===== config.mk =====
export PLATFORM = sky130hd
export DESIGN_NAME = cvn_accum
export DESIGN_NICKNAME = d
export VERILOG_FILES = /design/src/rtl/assert_macros.svh /design/src/rtl/cvn_pkg.sv /design/src/rtl/cvn_accum.sv
export SDC_FILE = /design/constraint.sdc
export NUM_CORES = 2
export LEC_CHECK = 0
export ABC_AREA = 1
export BUFFER_PORTS_ARGS = -buffer_cell sky130_fd_sc_hd__buf_4
export CORE_AREA = 2 2 358 360
export DETAILED_ROUTE_END_ITERATION = 16
export DIE_AREA = 0 0 360 362
export HOLD_SLACK_MARGIN = 0.02
export PLACE_DENSITY = 0.62
export SETUP_SLACK_MARGIN = 0.2
export SLEW_MARGIN = 10
export SYNTH_ARGS = -nofsm -noshare
export SYNTH_HDL_FRONTEND = slang
export SYNTH_SLANG_ARGS = --single-unit

===== constraint.sdc =====
create_clock -name clk -period 7.7 [get_ports clk]
set_clock_uncertainty 0.1 [all_clocks]
set_input_delay 0 -clock clk [delete_from_list [all_inputs] [get_ports clk]]
set_output_delay 0 -clock clk [all_outputs]
set_load 0.01 [all_outputs]

===== src/rtl/assert_macros.svh =====
// Assertion macros shared by the root unit and the top module of the constraint violation norms block.
`ifndef ASSERT_MACROS_SVH
`define ASSERT_MACROS_SVH

// Same-cycle implication, sampled on clk and disabled while rst_n is low.
`define CVN_ASSERT_NOW(label, ante, cons) \
  label: assert property (@(posedge clk) disable iff (!rst_n) (ante) |-> (cons)) \
    else $error("assertion failed");

// Next-cycle implication, sampled on clk and disabled while rst_n is low.
`define CVN_ASSERT_NEXT(label, ante, cons) \
  label: assert property (@(posedge clk) disable iff (!rst_n) (ante) |=> (cons)) \
    else $error("assertion failed");

`endif


===== src/rtl/cvn_pkg.sv =====
// Types and constants of the constraint violation norms block.
package cvn_pkg;

  localparam int unsigned OBJ_W  = 32;
  localparam int unsigned SUM_W  = 64;
  localparam int unsigned ROOT_W = 32;

  typedef enum logic [2:0] {
    S_IDLE,
    S_VIOL,
    S_SQ,
    S_ADD_ALL,
    S_ADD_SEL,
    S_RT_GO,
    S_RT_RUN,
    S_DONE
  } cvn_state_t;

  typedef enum logic [1:0] {
    SEL_EQ,
    SEL_INEQ,
    SEL_ALL
  } cvn_sel_t;

  typedef struct packed {
    logic viol_en;
    logic sq_en;
    logic add_all;
    logic add_sel;
    logic clear;
  } cvn_acc_ctl_t;

endpackage


===== src/rtl/cvn_accum.sv =====
// Violation, square and saturating accumulation of the three violation sums.
module cvn_accum import cvn_pkg::*; #(
  parameter int unsigned VALUE_WIDTH = 32
) (
  input  logic                          clk,
  input  logic                          rst_n,
  input  cvn_acc_ctl_t                  ctl,
  input  logic signed [VALUE_WIDTH-1:0] value,
  input  logic signed [VALUE_WIDTH-1:0] lower_bound,
  input  logic signed [VALUE_WIDTH-1:0] upper_bound,
  input  logic                          is_equality,
  output logic [SUM_W-1:0]              eq_sum,
  output logic [SUM_W-1:0]              ineq_sum,
  output logic [SUM_W-1:0]              all_sum,
  output logic                          ovf
);

  localparam int unsigned EXT_W = VALUE_WIDTH + 1;
  localparam int unsigned SQ_W  = 2 * VALUE_WIDTH;

  logic signed [EXT_W-1:0] v_ext;
  logic signed [EXT_W-1:0] lo_ext;
  logic signed [EXT_W-1:0] hi_ext;
  logic signed [EXT_W-1:0] d_lo;
  logic signed [EXT_W-1:0] d_hi;
  logic [VALUE_WIDTH-1:0]  viol_r;
  logic [VALUE_WIDTH-1:0]  viol_nxt;
  logic [SQ_W-1:0]         sq_r;
  logic [SUM_W-1:0]        sq_ext;
  logic [SUM_W-1:0]        acc_a;
  logic [SUM_W:0]          acc_sum;
  logic [SUM_W-1:0]        acc_res;
  logic [SUM_W-1:0]        eq_r;
  logic [SUM_W-1:0]        ineq_r;
  logic [SUM_W-1:0]        all_r;
  logic                    ovf_r;

  assign v_ext  = EXT_W'(value);
  assign lo_ext = EXT_W'(lower_bound);
  assign hi_ext = EXT_W'(upper_bound);
  assign d_lo   = lo_ext - v_ext;
  assign d_hi   = v_ext - hi_ext;

  always_comb begin
    if (v_ext < lo_ext) begin
      viol_nxt = d_lo[VALUE_WIDTH-1:0];
    end else if (v_ext > hi_ext) begin
      viol_nxt = d_hi[VALUE_WIDTH-1:0];
    end else begin
      viol_nxt = '0;
    end
  end

  // One saturating adder serves the overall sum and then the selected sum.
  assign sq_ext  = SUM_W'(sq_r);
  assign acc_a   = ctl.add_all ? all_r : (is_equality ? eq_r : ineq_r);
  assign acc_sum = {1'b0, acc_a} + {1'b0, sq_ext};
  assign acc_res = acc_sum[SUM_W] ? '1 : acc_sum[SUM_W-1:0];

  always_ff @(posedge clk) begin
    if (ctl.viol_en) begin
      viol_r <= viol_nxt;
    end
    if (ctl.sq_en) begin
      sq_r <= viol_r * viol_r;
    end
  end

  always_ff @(posedge clk) begin
    if (!rst_n || ctl.clear) begin
      eq_r   <= '0;
      ineq_r <= '0;
      all_r  <= '0;
      ovf_r  <= 1'b0;
    end else begin
      if (ctl.add_all) begin
        all_r <= acc_res;
      end
      if (ctl.add_sel && is_equality) begin
        eq_r <= acc_res;
      end
      if (ctl.add_sel && !is_equality) begin
        ineq_r <= acc_res;
      end
      if ((ctl.add_all || ctl.add_sel) && acc_sum[SUM_W]) begin
        ovf_r <= 1'b1;
      end
    end
  end

  assign eq_sum   = eq_r;
  assign ineq_sum = ineq_r;
  assign all_sum  = all_r;
  assign ovf      = ovf_r;

endmodule


==> results_dict.tcl <==
set metrics [dict create \
    netlist_top_cells_area "fa_1 32%, inv_1 12%, ha_1 11%" \
    worst_pin_slew_ns 0.930 \
    drive_gt1_share_pct 7.39 \
    status "finished clean" \
    die_area_mm2 0.130 \
    syn-cell-area_mm2 0.0502 \
    die_height_um 362 \
    worstSetupPathType "reg2reg" \
    routedWlPerCell_um 18.2 \
    netlist.area_leader.share_pct 31.6 \
    worstSetupEndpointType "flop" \
    grt_pass1_vias 44680 \
    syn_to_final_growth_pct 12.7 \
    final-setup-viol-count 0 \
    port_buffers 296 \
    synth_common_cells "1660 x inv_1, 1139 x nand2_1, 794 x fa_1" \
    relSlewSlack_pct 38.0 \
    dr.pass1.iters 6 \
    dpl.cell_count 8421 \
    grt_pass1_wl_mm 247 \
    startpoint_type "flop" \
    synth_nets 7918 \
    holdWs_ns 0.0505 \
    synth-edff-count 95 \
    yosysWarnings 0 \
    fin_crit_sh_pct 94.6 \
    vias 43050 \
    layout.nets 8198 \
    synthFlopType "dfxtp_1" \
    antenna_found_initial 1 \
    min_period_ns 7.28 \
    finalMaxSlewViolations 0 \
    grt_usage_pct 24.0 \
    hold_class "in2reg" \
    globalplace.congestion 1.04 \
    netlist_instances 6595 \
    h-tree-depth 2 \
    tns_ns 0 \
    synth.avg_cell_area_um2 7.62 \
    ys_types 48 \
    cts.clk_slew.worst_paths_ns 0.06 \
    hold_viol 0 \
    drv_cap 0 \
    layout.cells.non_filler 8562 \
    ant_nets 0 \
    via_per_inst 5.03 \
    cts_made_buffers 36 \
    clockBufferDepth 3 \
    wirelength_mm 156 \
    ys_seq_area_share_pct 13.4 \
    core-area_mm2 0.127 \
    async_reset_ff_share_pct 0 \
    place_hpwl_mm 131 \
    insertion_delay_ns 0.59 \
    cp.arrival_ns 7.49 \
    grt-ovfl-total 0 \
    yosys.cell_count.top_type "inv_1" \
    drt_iter0_drc 3112 \
    cp.required_ns 7.91 \
    antenna_cells 0 \
    max_freq_ghz 0.137 \
    dieWidth_um 360 \
    cts_tree "done" \
    cts_root_buffer "clkbuf_16" \
    rsz0062_at_grt "true" \
    std_cell_rows 131 \
    io_pins 297 \
    path_max_fanout 7 \
    route.detailed.drc 0 \
    yosysTopAreaCell "fa_1" \
    synth_seq_cells 288 \
    cts.sinks 288 \
    initial_core_util_pct 39.6 \
    grt_max_degree 88 \
]
==> final cells by class <==
type	instances	area, µm²
repair buffers	449	3820
inverters	1670	6270
flip-flops and latches	288	6720
well taps	1662	2080
fillers	12804	70100
clock buffers	47	1010
clock inverters	16	190
multi-input cells	4430	36500
==> flip-flops by register name, indices dropped and copies added, names as in the netlist <==
| signal | count |
|---|---|
| all_sum | 64 |
| eq_sum | 64 |
| ineq_sum | 64 |
| ovf | 1 |
| sq_ext | 63 |
| viol_r | 32 |
==> what timing repair did <==
item | CTS | global route
hold buffers | 61 | 0
gates cloned | 0 | 0
endpoints found under the hold margin | 234 | 0
endpoints found under the setup margin | 4 | 29
setup buffers | 4 | 13
pin swaps | 0 | 0
gates resized for setup | 0 | 25
==> placed cells by master, fill, tap and decap left out, types with 15 or more instances in the layout <==
cell type	count
dlygate4sd3_1	61
nor2_1	545
o21ai_0	315
clkbuf_16	37
dfxtp_1	193
xor2_1	128
nor3_1	30
nand3_1	162
nand4_1	49
xnor2_1	53
inv_1	1657
nor4_1	15
fa_1	794
edfxtp_1	95
buf_12	23
a21o_1	36
o21ai_1	49
buf_4	363
o21a_1	16
a21oi_1	526
ha_1	421
o21bai_1	33
nand2_1	1139
a31oi_1	24
==> metrics by stage <==
stage,util (%),instance area (µm²),setup WS (ns)
global placement,43.0,54500,0.224
global route,44.7,56600,0.161
CTS,44.5,56400,0.205
finish,44.7,56600,0.418
detailed placement,43.0,54500,0.131
floorplan,-,50200,0.642
==> final timing paths <==
| check | from | to | slack, ns | cells after the start |
|---|---|---|---|---|
| min reg2reg | ovf | ovf | 0.36 | 2 |
| max reg2reg | viol_r[26] | sq_ext[56] | 0.42 | 22 |
| max | viol_r[26] | sq_ext[56] | 0.42 | 22 |
| min | lower_bound[2] | viol_r[2] | 0.05 | 4 |
==> critical path, cell delays in order, from the launching register on <==
cell and delay [ns]:
edfxtp_1 0.55, buf_4 0.22, nand2_1 0.11, inv_1 0.07, fa_1 0.54, fa_1 0.44, fa_1 0.57, inv_1 0.07
fa_1 0.47, inv_1 0.05, fa_1 0.48, fa_1 0.47, fa_1 0.51, inv_1 0.05, fa_1 0.47, inv_1 0.04
ha_1 0.35, a21o_1 0.24, a31oi_1 0.19, o21ai_0 0.17, o21ai_0 0.36, nand3_1 0.24, xor2_1 0.22
==> per-layer routing <==
layer  global-route usage, %  routed length [µm]
met5                       0                  13
met4                    6.76                4520
met3                    2.56                8490
met2                    41.7               74500
met1                    31.5               68000
==> logic make-up (layout without fill, tap and decap cells) <==
logic type | count (synthesis) | in the layout | synth area share [%]
fa+ha+maj | 1219 | 1219 | 42.2
buf+inv | 1877 | 2182 | 14.1
compound gates | 1027 | 1027 | 10.9
simple gates | 2003 | 2003 | 16.2
flops | 288 | 288 | 13.4
xor+xnor | 181 | 181 | 3.16
Power is not shown: default switching activity piles up to over one toggle a cycle in this logic, so the estimate is an artifact.
