==> src/rtl/assert_macros.svh <==
// Assertion macros shared by the root unit and the top module of the constraint violation norms block.
`ifndef ASSERT_MACROS_SVH
`define ASSERT_MACROS_SVH

// Same-cycle implication, sampled on clk and disabled while rst_n is low.
`define CVN_ASSERT_NOW(label, ante, cons) \
  label: assert property (@(posedge clk) disable iff (!rst_n) (ante) |-> (cons)) \
    else $error("assertion failed");

// Next-cycle implication, sampled on clk and disabled while rst_n is low.
`define CVN_ASSERT_NEXT(label, ante, cons) \
  label: assert property (@(posedge clk) disable iff (!rst_n) (ante) |=> (cons)) \
    else $error("assertion failed");

`endif

==> src/rtl/cvn_pkg.sv <==
// Types and constants of the constraint violation norms block.
package cvn_pkg;

  localparam int unsigned OBJ_W  = 32;
  localparam int unsigned SUM_W  = 64;
  localparam int unsigned ROOT_W = 32;

  typedef enum logic [2:0] {
    S_IDLE,
    S_VIOL,
    S_SQ,
    S_ADD_ALL,
    S_ADD_SEL,
    S_RT_GO,
    S_RT_RUN,
    S_DONE
  } cvn_state_t;

  typedef enum logic [1:0] {
    SEL_EQ,
    SEL_INEQ,
    SEL_ALL
  } cvn_sel_t;

  typedef struct packed {
    logic viol_en;
    logic sq_en;
    logic add_all;
    logic add_sel;
    logic clear;
  } cvn_acc_ctl_t;

endpackage

==> src/rtl/cvn_isqrt.sv <==
// Bit-serial floor square root of a 64-bit sum, one root bit per cycle.
`include "assert_macros.svh"

module cvn_isqrt import cvn_pkg::*; (
  input  logic              clk,
  input  logic              rst_n,
  input  logic              start,
  input  logic [SUM_W-1:0]  operand,
  output logic              busy,
  output logic              done,
  output logic [ROOT_W-1:0] root
);

  localparam int unsigned CNT_W = $clog2(ROOT_W);
  localparam int unsigned REM_W = ROOT_W + 1;
  localparam int unsigned SH_W  = REM_W + 2;

  logic [SUM_W-1:0]  x_r;
  logic [REM_W-1:0]  rem_r;
  logic [ROOT_W-1:0] q_r;
  logic [CNT_W-1:0]  cnt_r;
  logic              busy_r;
  logic              done_r;
  logic [SH_W-1:0]   r_sh;
  logic [SH_W-1:0]   trial;
  logic [SH_W-1:0]   r_diff;
  logic              ge;

  assign r_sh   = {rem_r, x_r[SUM_W-1 -: 2]};
  assign trial  = {1'b0, q_r, 2'b01};
  assign ge     = r_sh >= trial;
  assign r_diff = r_sh - trial;

  always_ff @(posedge clk) begin
    if (start) begin
      x_r   <= operand;
      rem_r <= '0;
      q_r   <= '0;
    end else if (busy_r) begin
      x_r   <= {x_r[SUM_W-3:0], 2'b00};
      rem_r <= ge ? r_diff[REM_W-1:0] : r_sh[REM_W-1:0];
      q_r   <= {q_r[ROOT_W-2:0], ge};
    end
  end

  always_ff @(posedge clk) begin
    if (!rst_n) begin
      busy_r <= 1'b0;
      done_r <= 1'b0;
      cnt_r  <= '0;
    end else begin
      done_r <= 1'b0;
      if (start) begin
        busy_r <= 1'b1;
        cnt_r  <= CNT_W'(ROOT_W - 1);
      end else if (busy_r) begin
        cnt_r <= cnt_r - 1'b1;
        if (cnt_r == '0) begin
          busy_r <= 1'b0;
          done_r <= 1'b1;
        end
      end
    end
  end

  assign busy = busy_r;
  assign done = done_r;
  assign root = q_r;

  `CVN_ASSERT_NOW(a_start_idle, start, !busy_r)
  `CVN_ASSERT_NOW(a_done_idle, done_r, !busy_r)
  `CVN_ASSERT_NEXT(a_last_step_done, busy_r && !start && cnt_r == '0, done_r)

endmodule

==> config.mk <==
export PLATFORM = sky130hd
export DESIGN_NAME = cvn_isqrt
export DESIGN_NICKNAME = d
export VERILOG_FILES = /design/src/rtl/cvn_pkg.sv /design/src/rtl/cvn_isqrt.sv
export VERILOG_INCLUDE_DIRS = /design/src /design/src/rtl
export SDC_FILE = /design/constraint.sdc
export NUM_CORES = 1
export LEC_CHECK = 0
export BUFFER_PORTS_ARGS = -buffer_cell sky130_fd_sc_hd__buf_2
export CORE_AREA = 2 2 116 118
export DETAILED_ROUTE_END_ITERATION = 10
export DIE_AREA = 0 0 118 120
export PLACE_DENSITY = 0.8
export SYNTH_ARGS = -nofsm -noshare
export SYNTH_HDL_FRONTEND = slang
export SYNTH_SLANG_ARGS = --single-unit
==> constraint.sdc <==
create_clock -name clk -period 5.5 [get_ports clk]
set_clock_uncertainty 0.15 [all_clocks]
set_input_delay 1.1 -clock clk [delete_from_list [all_inputs] [get_ports clk]]
set_output_delay 1.1 -clock clk [all_outputs]
set_load 0.01 [all_outputs]
==> results.yml, run 1 <==
clock_tree:
  htreeDepth: 4
  clock_sinks: 136
  cts_made_buffers: 17
  clkTransAtPathRegs_ns: 0.06
  postCtsHoldBufs: 0
  clk-insertion-delay-late_ns: 0.43
  clockRootBuffer: "clkbuf_16"
  cts_resized: 0
  post-cts-setup-buffer-count: 0
  cts_max_path_buffers: 2
  cts_tree: "done"
setup_path:
  endpoint_kind: "flop"
  crit_type: "reg -> reg"
  crit_chain: "inv_1, ha_1, o211ai_1, o21a_4, a211oi_2, o2111ai_2, a211oi_4, or2_1, buf_4, nand3_1, a311oi_1"
  crit_family: "compound AO/OA/AOI/OAI gates"
  critical_path_required_ns: 5.67
  cp_num_buf_inv: 2
  cp-startpoint: "root[1]"
  path_max_fanout: 16
  start_kind: "flop"
  r2r_end: "rem_r[13]"
  crit_arrival_ns: 3.91
  r2r_start: "root[1]"
  slowest_stage: "or2_1"
  critical_path_depth: 11
  endpoint: "rem_r[13]"
  cp_slowest_stage_delay_ns: 0.68
  rrSetupSlack_ns: 1.76
  reg2reg_depth: 11
yosys:
  syn_area_um2: 7417
  synth-main-ff-cell: "dfxtp_1"
  synth_top_family_by_area: "multiplexers"
  synth_cell_types: 61
  synth_fa_ha_area_share_pct: 6.073
  synth_async_sr_flop_share_pct: 0
  synth_edf_count: 64
  avgSynthCellArea_um2: 10.37
  synthCells: 715
  synthXorXnorAreaFrac_pct: 3.306
  synth-seq-area-share_pct: 45.34
  synth_seq_cells: 136
  synth-simple-area-share_pct: 11.52
  synth_top_area_share_pct: 25.91
  synthTopCellsByArea: "edfxtp_1, dfxtp_1, mux2_2, mux2i_1, ha_1"
  yosysTopAreaCell: "edfxtp_1"
  syn_nets: 818
  muxShareOfSynthArea_pct: 16.03
  yosys_warnings: 0
  synth_compound_area_share_pct: 13.36
grt:
  grt_pass1_vias: 5611
  antenna_found_initial: 0
  overflow: 0
  grt_util_all_layers_pct: 23.38
  grt_max_degree: 75
  grt_pass1_wl_mm: 26.59
drt:
  ant_nets: 0
  wirelength_mm: 16.14
  drc: 0
  routedWlPerCell_um: 16.25
  num_vias: 5645
  via_per_inst: 5.685
  drt_iter0_drc: 410
  first_pass_iters: 4
outcome:
  outcome: "finished clean"
timing:
  hold_viol: 0
  drv_slew: 0
  fmax_mhz: 267.6
  period_needed_ns: 3.736
  period_share_pct: 67.93
  worst_slew_pin_slew_ns: 0.9693
  fin_ws_ns: 1.764
  relSlewSlack_pct: 35.31
  setup_viol: 0
  whs_ns: 0.3339
  rsz0062_at_grt: "no"
  tns_ns: 0
finish:
  antenna_cells: 0
  layout.cells.non_filler: 993
  fillCellCount: 1023
  area_delta_synth_final_pct: 15.65
  nNetsFinal: 907
  post-route-util_pct: 66.09
  drive_gt1_share_pct: 25.70
power:
  cellLeakagePower_nw: 3.551
  switchingPower_mw: 1.460
  clock_power_share_pct: 27.6
  combPwrFrac_pct: 40.4
  swShare_pct: 36.80
  p_int_mw: 2.507
  power_density_nw_per_um2: 462.4
  ir_drop_mv: 0.2722
  seqPwrFrac_pct: 32.0
placed_design:
  port_buffers: 100
  place_congestion: 0.9027
  post-place-ws_ns: 1.835
  place_hpwl_mm: 11.25
  dp_cells: 961
die:
  core_area_um2: 12980
  rows: 42
  start_util_pct: 57.14
  fp.dieH_um: 120
  io_pins: 101
  die_area_um2: 14160
  die_w_um: 118
run:
  cap_violations: 0
hold_path:
  hold_class: "reg -> reg"
-- stage by stage --
stage | power, mW | cell area, µm²
final | 3.966 | 8578
after global routing | 4.187 | 8578
after CTS | 3.968 | 8578
after detailed placement | 2.854 | 8011
after global placement | 2.803 | 8011
after floorplan | 2.572 | 7417
-- area by class of cell --
type | instances | area (µm²) | share of cell area (%)
tap | 176 | 220.2 | 2.567
clock inverter | 14 | 137.6 | 1.604
clock buffer | 18 | 429.2 | 5.003
multi-input combinational | 502 | 3730 | 43.48
timing repair buffer | 104 | 533.0 | 6.214
sequential | 136 | 3367 | 39.25
inverter | 43 | 161.4 | 1.882
-- cell usage in the layout, fill, tap and decap left out, types with 33 or more instances in the layout --
| master | instances |
|---|---|
| nand2_1 | 38 |
| inv_1 | 42 |
| mux2_2 | 62 |
| ha_1 | 36 |
| mux2i_1 | 49 |
| a21oi_1 | 33 |
| buf_2 | 99 |
| dfxtp_1 | 71 |
| edfxtp_1 | 64 |
| nor2_1 | 77 |
-- state kept, by name, indices dropped and copies added (netlist names) --
signal	flops
done	1
rem_r	33
root	32
cnt_r	5
busy	1
x_r	64
-- tightest hold or removal path: cells and delay by family, from the launching register on --
family | cells | cell delay (ns)
DFF | 1 | 0.33
and+or+nand+nor | 1 | 0.06
AOI/OAI and AO/OA | 1 | 0.05
-- power groups by stage --
stage	logic, mW	clock network (mW)	registers, mW
6_report	1.60	1.09	1.27
5_1_grt	1.76	1.15	1.28
4_1_cts	1.59	1.11	1.27
3_5_place_dp	1.57	0	1.29
3_3_place_gp	1.52	0	1.28
2_1_floorplan	1.32	0	1.26
-- metal layers --
metal | routed length, µm | global-route usage (%) | share of wire, % | vias to the layer above
met3 | 1014 | 6.844 | 6.3 | 30
li1 | - | - | - | 2782
met2 | 7803 | 38.34 | 48 | 179
met5 | 0 | 0 | 0 | -
met1 | 6996 | 29.27 | 43 | 2654
met4 | 324 | 8.961 | 2.0 | 0
-- how the worst min path moves through the flow --
stage                     cells after the start  slack (ns)       from   endpoint
final                                         2        0.33  rem_r[28]  rem_r[28]
after CTS                                     2        0.33  rem_r[28]  rem_r[28]
after floorplan                               2        0.30   rem_r[0]   rem_r[0]
after global routing                          2        0.37  rem_r[28]  rem_r[28]
after global placement                        2        0.32  rem_r[28]  rem_r[28]
after detailed placement                      2        0.33  rem_r[28]  rem_r[28]
-- synthesized netlist by cell type, types with 3 or more instances --
library cell and number:
nand2b_1 5, o21bai_1 4, buf_1 5, and4_1 4, a31oi_1 4, inv_1 43, edfxtp_1 64, a21oi_1 33
clkbuf_1 23, o21ai_0 24, and3_1 3, nand2_1 38, a41oi_1 3, mux2_2 62, a21o_1 14, o211ai_1 3
and2_1 7, a221oi_1 3, o21a_1 6, or2_2 3, mux2i_1 49, ha_1 36, xnor2_1 16, a211oi_1 22
o31ai_1 3, nor3_1 8, nand4_1 5, nor2b_1 4, xor2_1 12, buf_2 3, nand3_1 13, or3_1 7
a311oi_1 6, nor2_1 77, dfxtp_1 72
-- cell families after synthesis --
family	after synthesis
simple gates	183
compound gates	144
flops	136
mux	111
buf+inv	77
fa+ha+maj	36
xor+xnor	28
Note: power is estimated with default switching activity, not from simulation.
==> run 2, diff against run 1 <==
--- a/config.mk
+++ b/config.mk
@@ -7,10 +7,10 @@
 export NUM_CORES = 1
 export LEC_CHECK = 0
 export BUFFER_PORTS_ARGS = -buffer_cell sky130_fd_sc_hd__buf_2
-export CORE_AREA = 2 2 116 118
+export CORE_AREA = 2 2 117 119
 export DETAILED_ROUTE_END_ITERATION = 10
-export DIE_AREA = 0 0 118 120
-export PLACE_DENSITY = 0.8
+export DIE_AREA = 0 0 119 121
+export PLACE_DENSITY = 0.79
 export SYNTH_ARGS = -nofsm -noshare
 export SYNTH_HDL_FRONTEND = slang
 export SYNTH_SLANG_ARGS = --single-unit
==> constraint.sdc (replaced) <==
create_clock -name clk -period 3.89 [get_ports clk]
set_clock_uncertainty 0.15 [all_clocks]
set_input_delay 0.778 -clock clk [delete_from_list [all_inputs] [get_ports clk]]
set_output_delay 0.778 -clock clk [all_outputs]
set_load 0.01 [all_outputs]
==> results.yml, run 2 (same netlist as run 1, synthesis figures left out) <==
finish:
  layout.cells.non_filler: 997
  antenna_cells: 0
  largest_reg_flops: 64
  regMostFlops: "x_r"
  drive_gt1_share_pct: 25.70
  final_area_um2: 8597
  post-route-util_pct: 65.70
  multi_input_area_um2: 3730
  fillCellCount: 1015
  ff_latch_area_um2: 3367
  layout_commonest_cell: "buf_2"
  layout_common_cells: "buf_2, nor2_1, dfxtp_1"
  nNetsFinal: 911
  area_delta_synth_final_pct: 15.91
setup_path:
  start_kind: "flop"
  crit_chain: "inv_1, ha_1, and3_2, and4_1, nand3_1, and4_1, a211oi_4, or2_1, buf_4, mux2i_1, a211oi_1"
  path_max_fanout: 14
  critical_path_required_ns: 4.01
  cp_num_buf_inv: 2
  crit_top_cell: "and4_1"
  cp_slowest_stage_delay_ns: 0.42
  crit_arrival_ns: 3.60
  crit_type: "reg -> reg"
  slowest_stage: "or2_1"
  endpoint_kind: "flop"
  rrSetupSlack_ns: 0.41
  crit_family: "simple AND/OR/NAND/NOR gates"
grt:
  grt_pass1_wl_mm: 27.28
  grt_pass1_vias: 5787
  grt_util_all_layers_pct: 23.68
  overflow: 0
  grt_max_degree: 51
  antenna_found_initial: 0
placed_design:
  post-place-ws_ns: 0.4847
  place_area_um2: 8041
  place_hpwl_mm: 11.59
  place_congestion: 0.9247
  dp_cells: 965
  port_buffers: 100
timing:
  period_share_pct: 89.36
  worst_slew_pin_slew_ns: 0.8481
  setup_viol: 0
  relSlewSlack_pct: 43.40
  fin_ws_ns: 0.4138
  fmax_mhz: 287.7
  drv_slew: 0
  hold_viol: 0
  rsz0062_at_grt: "no"
  tns_ns: 0
  period_needed_ns: 3.476
clock_tree:
  cts_made_buffers: 17
  cts_resized: 0
  htreeDepth: 4
  cts_tree: "done"
  clk-insertion-delay-late_ns: 0.42
  post-cts-setup-buffer-count: 0
  cts_max_path_buffers: 2
  clock_sinks: 136
  clkTransAtPathRegs_ns: 0.06
  clockRootBuffer: "clkbuf_16"
  postCtsHoldBufs: 0
power:
  power_density_nw_per_um2: 650.2
  cellLeakagePower_nw: 3.555
  ir_drop_mv: 0.4428
die:
  die_area_um2: 14400
  start_util_pct: 56.68
  die_w_um: 119
  fp.dieH_um: 121
  core_area_um2: 13090
  io_pins: 101
  rows: 42
drt:
  drt_iter0_drc: 509
  num_vias: 5727
  first_pass_iters: 5
  dr.max_layer_used: "met4"
  routedWlPerCell_um: 16.30
  ant_nets: 0
  wl_met1_mm: 7.052
  wl_met3_mm: 1.055
  drc: 0
  wirelength_mm: 16.25
  wl_met2_mm: 7.774
  via_per_inst: 5.744
outcome:
  outcome: "finished clean"
hold_path:
  hold_class: "reg -> reg"
run:
  cap_violations: 0
-- run 2: cell types whose count changed in the layout (fill, tap and decap cells not counted), sizes merged --
cell | previous run | this run
clkbuf | 18 | 19
clkinvlp | 2 | 4
inv | 50 | 47
buf | 104 | 108
-- run 2: worst paths after layout --
| path | start | end | cells after the start |
|---|---|---|---|
| max | root[22] | rem_r[18] | 11 |
| min | rem_r[4] | rem_r[4] | 2 |
| max reg2reg | root[22] | rem_r[18] | 11 |
| min reg2reg | rem_r[4] | rem_r[4] | 2 |
-- run 2: power by group --
part | total (mW) | internal (mW) | switching (mW) | leakage (nW)
clock | 1.52 | 0.885 | 0.634 | 0.258
combinational | 2.27 | 0.985 | 1.29 | 2.06
sequential | 1.80 | 1.68 | 0.120 | 1.23
total | 5.59 | 3.55 | 2.04 | 3.55
-- run 2: cell type report --
class / count / area share (%)
clock inverters: 13 / 1.426
multi-input cells: 502 / 43.39
flip-flops and latches: 136 / 39.16
well taps: 176 / 2.561
clock buffers: 19 / 5.036
repair buffers: 108 / 6.549
inverters: 43 / 1.877
-- run 2: per-stage QoR --
| step | power (mW) | hold WS [ns] |
|---|---|---|
| final | 5.590 | 0.3372 |
| after global routing | 5.910 | 0.3611 |
| after CTS | 5.580 | 0.3404 |
| after detailed placement | 4.042 | 0.3293 |
| after global placement | 3.971 | 0.3150 |
| after floorplan | 3.637 | 0.3001 |
-- run 2: worst reg2reg max path: cells and delay by family (launching register included) --
| family | cells | cell delay, ns |
|---|---|---|
| compound gates | 2 | 0.40 |
| fa+ha+maj | 1 | 0.40 |
| buf+inv | 2 | 0.40 |
| flops | 1 | 0.37 |
| mux | 1 | 0.27 |
| simple gates | 5 | 1.35 |
-- run 2: per-layer routing --
metal | global-route usage [%] | vias up
met3 | 7.190 | 39
met4 | 10.57 | 0
met2 | 39.15 | 182
met5 | 0 | -
li1 | - | 2787
met1 | 28.56 | 2719
